==> config.mk <==
export PLATFORM = sky130hd
export DESIGN_NAME = oik_cordic_stage
export DESIGN_NICKNAME = d
export VERILOG_FILES = /design/src/design/oik_pkg.sv /design/src/design/oik_cordic_stage.sv
export SDC_FILE = /design/constraint.sdc
export NUM_CORES = 1
export LEC_CHECK = 0
export BUFFER_PORTS_ARGS = -buffer_cell sky130_fd_sc_hd__clkbuf_2
export CORE_ASPECT_RATIO = 0.8
export CORE_MARGIN = 2
export CORE_UTILIZATION = 25
export CTS_CLUSTER_SIZE = 30
export DETAILED_ROUTE_END_ITERATION = 8
export PLACE_DENSITY = 0.43
export SLEW_MARGIN = 20
export SYNTH_ARGS = -nofsm -noshare
export SYNTH_HDL_FRONTEND = slang
export SYNTH_SLANG_ARGS = --single-unit
==> constraint.sdc <==
create_clock -name clock -period 3.8 [get_ports clock]
set_input_delay 0.38 -clock clock [delete_from_list [all_inputs] [get_ports clock]]
set_output_delay 0.38 -clock clock [all_outputs]
set_load 0.1 [all_outputs]
==> src/design/oik_pkg.sv <==
// ============================================================================
// oik_pkg
// Shared types and constants for the omni wheel inverse kinematics pipeline.
// ============================================================================
package oik_pkg;

   localparam int MAX_STAGES  = 24;
   localparam int TRIG_WIDTH  = 34;
   localparam int PROD_SHIFT  = 30;
   localparam int RADIUS_FRAC = 16;

   localparam logic [31:0] SIXTH_TURN   = 32'd715827883;
   localparam logic [31:0] QUARTER_TURN = 32'h4000_0000;
   localparam logic [31:0] HALF_TURN    = 32'h8000_0000;

   // CORDIC gain compensation, Q30
   localparam logic signed [TRIG_WIDTH-1:0] CORDIC_GAIN = 34'sd652032874;

   // arctan(2^-i) as a fraction of a full turn, 2^32 per turn
   localparam logic [31:0] ATAN_TURNS [MAX_STAGES] = '{
      32'h20000000, 32'h12E4051E, 32'h09FB385B, 32'h051111D4, 32'h028B0D43, 32'h0145D7E1,
      32'h00A2F61E, 32'h00517C55, 32'h0028BE53, 32'h00145F2F, 32'h000A2F98, 32'h000517CC,
      32'h00028BE6, 32'h000145F3, 32'h0000A2FA, 32'h0000517D, 32'h000028BE, 32'h0000145F,
      32'h00000A30, 32'h00000518, 32'h0000028C, 32'h00000146, 32'h000000A3, 32'h00000051
   };

   typedef logic signed [TRIG_WIDTH-1:0] trig_type;

   typedef struct packed {
      trig_type x;
      trig_type y;
      trig_type z;
   } cordic_lane_type;

endpackage

==> src/design/oik_cordic_stage.sv <==
// ============================================================================
// oik_cordic_stage
// One registered rotation step of a CORDIC lane.
// ============================================================================
module oik_cordic_stage #(
   parameter int STAGE = 0
) (
   input  logic                     clock,
   input  logic                     enable,
   input  oik_pkg::cordic_lane_type lane_i,
   output oik_pkg::cordic_lane_type lane_o
);
   import oik_pkg::*;

   cordic_lane_type lane_ff, lane_in;
   trig_type        x_shift, y_shift, step;

   always_comb begin
      x_shift = lane_i.x >>> STAGE;
      y_shift = lane_i.y >>> STAGE;
      step    = TRIG_WIDTH'(ATAN_TURNS[STAGE]);
      // rotate toward zero residual angle
      if (!lane_i.z[TRIG_WIDTH-1]) begin
         lane_in.x = lane_i.x - y_shift;
         lane_in.y = lane_i.y + x_shift;
         lane_in.z = lane_i.z - step;
      end else begin
         lane_in.x = lane_i.x + y_shift;
         lane_in.y = lane_i.y - x_shift;
         lane_in.z = lane_i.z + step;
      end
   end

   always_ff @(posedge clock) begin
      if (enable) begin
         lane_ff <= lane_in;
      end
   end

   assign lane_o = lane_ff;

endmodule

# After elaboration in Yosys (flattened, before gate mapping)
# Cells that the tools add are included.
# op_classes
add_sub_neg	5
n_mux	1
# ops
op	count
$mux 102	1
$sub 34x34->34	2
$add 34x31->34 const B	1
$add 34x34->34	1
$sub 34x31->34 const B	1
# word_totals
reg_bits	102
out_inout_bits	102
word_cells	9

# Logic depth before layout (Yosys ltp)
# logic_depth
depth_word	2
ltp_mapped	13
depth_no_buf	13

# Worst setup path before layout
# Ideal clock, no wire load.
# synth_path
path_kind	input-to-reg
start	input port lane_i[34] in the netlist's numbering
end	register lane_ff (netlist bit lane_o[64]) (data pin)
setup_time_ns	0.267
arrival_ns	2.710
t_required_ns	3.533
slack_ns	0.823
stages	12
cell_sequence	ha_1 > fa_1 > nor2b_1 > or3_1 > a21oi_1 > o21bai_2 > a31oi_1 > o31ai_2 > a31oi_1 > o41a_1 > o32ai_1 > xnor2_1
# synth_rtl
element	line_no	source
from (decl)	oik_cordic_stage.sv:10	input oik_pkg::cordic_lane_type lane_i,
to (signal assigned)	oik_cordic_stage.sv:36	lane_ff <= lane_in;
to (decl)	oik_cordic_stage.sv:15	cordic_lane_type lane_ff, lane_in;

==> results.json <==
{
  "grt_pass1_vias": 7957,
  "period_share_pct": 93.1,
  "fin_total_pwr_mw": 5.07,
  "hold_path.class": "input port to flop",
  "cap_violations": 0,
  "ir_drop_uv": 220,
  "multi_input_area_um2": 5380,
  "synthFlopType": "edfxtp_1",
  "synthXorXnorAreaFrac_pct": 6.69,
  "required_ns": 3.88,
  "grt.overflow.total": 0,
  "antenna_cells": 0,
  "holdWs_ns": 0.189,
  "leakage_nw": 4.99,
  "setup_viol": 0,
  "fillers": 3851,
  "ys_ff_latch": 101,
  "grt_usage_pct": 16.4,
  "powerDensity_nw_per_um2": 450,
  "path_depth": 13,
  "cp_top_family": "compound AO/OA/AOI/OAI gates",
  "cpMostUsedCell": "a31oi_1",
  "place_congestion": 0.878,
  "synth_common_cells": "a21oi_1 (118), ha_1 (102), edfxtp_1 (101), nor2_1 (99), inv_1 (96)",
  "grt_max_degree": 76,
  "seq_area_um2": 3030,
  "clockBufferDepth": 2,
  "postRouteAntennaNets": 0,
  "drv_slew": 0,
  "yosys-top-cells-area": "edfxtp_1 (34%), ha_1 (14%), a21oi_1 (6.5%), xnor2_1 (6.3%), nor2_1 (4.1%)",
  "hold_buffers": 0,
  "syn_inst": 997,
  "synth-edff-count": 101,
  "yosys.cell_types.count": 80,
  "die_x_um": 216,
  "ys.warnings.count": 0,
  "setup.worst_path.start": "lane_i[34]",
  "routed_wl_um": 31500,
  "fin_cells": 1721,
  "cts_buffers": 9,
  "io_pins": 206,
  "path_class": "input port to flop",
  "clock-sinks": 101,
  "drive_gt1_share_pct": 25.5,
  "critical-path-max-stage-delay_ns": 0.47,
  "clk_pin_slew_ns": 0.09,
  "synthSimpleGateAreaFrac_pct": 12.4,
  "synth_nets": 1207,
  "rsz0062_at_grt": "false",
  "grt_first_pass_wirelength_um": 48000,
  "setup.worst_path.end": "lane_o[98]",
  "syn_area_um2": 9030,
  "end_kind": "flop",
  "synth-compound-area-share_pct": 23.7,
  "cts_tree": "done",
  "dp_slack_ns": -0.0494,
  "timing.setup.tns_ns": 0,
  "ctsResizeCount": 0,
  "coreArea_um2": 35800,
  "drt-initial-drc-count": 628,
  "worstMarginPinSlew_ns": 0.870,
  "yosysMostFrequentCell": "a21oi_1",
  "antenna_found_initial": 0,
  "ys_seq_area_share_pct": 33.6,
  "synth_top_area_share_pct": 33.6,
  "period_minus_slack_ns": 3.54,
  "synthArstFlopShare_pct": 0,
  "yosysTopAreaCell": "edfxtp_1",
  "fmax_ghz": 0.283,
  "path_cells": "clkbuf_2, ha_1, fa_1, nor2b_1, or3_1, a21oi_1, o21bai_2, a31oi_1, o31ai_2, a31oi_1, o41a_1, o32ai_1, xnor2_1",
  "num_vias": 8284,
  "relSlewSlack_pct": 42.0,
  "crit_slowest_cell": "a31oi_1",
  "post-cts-setup-buffers": 0,
  "rows": 62,
  "io_buffers": 205,
  "largest_reg_flops": 101,
  "die_h_um": 174,
  "cp-start-kind": "input port",
  "start_util_pct": 25.3,
  "hold_viol": 0,
  "route.detailed.drc": 0,
  "cp_data_arrival_time_ns": 3.62,
  "outcome": "complete, no violations",
  "area_growth_pct": 24.8,
  "dp_hpwl_um": 25700,
  "cp_max_fo": 4,
  "drt_first_pass_iters": 5,
  "synth_top_family_by_area": "compound AO/OA/AOI/OAI gates",
  "placed_cells": 1705,
  "finalWorstSetupSlack_ns": 0.262,
  "cts_root_buffer": "clkbuf_16",
  "post_drt_wl_per_cell_um": 18.3,
  "cp.buffers_inverters": 1,
  "viasPerCell": 4.81,
  "cts_max_level": 3,
  "avgSynthCellArea_um2": 9.06,
  "synth_fa_ha_area_share_pct": 15.0,
  "die_area_um2": 37700,
  "synthMuxAreaShare_pct": 1.77,
  "layout.nets": 1446
}
-- power breakdown --
part / internal (mW) / switching (mW) / total, mW
clock network: 0.473 / 0.492 / 0.966
registers: 1.44 / 0.0530 / 1.49
logic: 0.615 / 2.00 / 2.61
total: 2.53 / 2.54 / 5.07
-- layout by cell type, fill, tap and decap left out, drive strengths merged, types with 21 or more instances in the layout --
cell	synthesis	final
a21o	21	21
a21oi	120	120
buf	26	71
clkbuf	21	213
edfxtp	101	101
ha	102	102
inv	97	100
nand2	43	43
nor2	99	99
nor3	23	23
o21ai	54	54
o21bai	23	23
xnor2	65	65
-- logic make-up after synthesis --
kind of cell	after synthesis
AO/OA/AOI/OAI	319
AND/OR/NAND/NOR	236
buffers and inverters	150
adder cells (fa/ha/maj)	106
flip-flops	101
XOR/XNOR	69
multiplexers	16
-- how the worst min path moves through the flow --
stage	startpoint	endpoint	slack, ns	depth (start not counted)
6_report	lane_i[10]	lane_o[10]	0.19	1
5_1_grt	lane_i[10]	lane_o[10]	0.17	1
4_1_cts	lane_i[23]	lane_o[23]	0.17	1
3_5_place_dp	lane_i[23]	lane_o[23]	0.56	1
3_3_place_gp	lane_i[26]	lane_o[26]	0.56	1
2_1_floorplan	lane_i[0]	lane_o[0]	0.48	0
-- layer usage --
metal / global-route usage, % / part of all wire, % / up-vias
li1: - / - / 4039
met1: 25.7 / 52 / 3972
met2: 23.6 / 41 / 257
met3: 2.24 / 5.8 / 16
met4: 3.00 / 0.83 / 0
met5: 0 / 0 / -
-- per-stage QoR --
| step | area, um2 | util, % |
|---|---|---|
| 4_1_cts | 11300 | 31.5 |
| 6_report | 11300 | 31.5 |
| 3_5_place_dp | 11000 | 30.7 |
| 5_1_grt | 11300 | 31.5 |
| 2_1_floorplan | 9030 | - |
| 3_3_place_gp | 11000 | 30.7 |
-- area by class of cell --
cell class / count / area share (%)
Timing Repair Buffer: 275 / 13.8
Clock inverter: 7 / 0.766
Clock buffer: 9 / 2.00
Tap cell: 480 / 5.33
Sequential cell: 101 / 26.9
Inverter: 103 / 3.47
Multi-Input combinational cell: 746 / 47.7
Note: power is estimated with default switching activity, not from simulation.
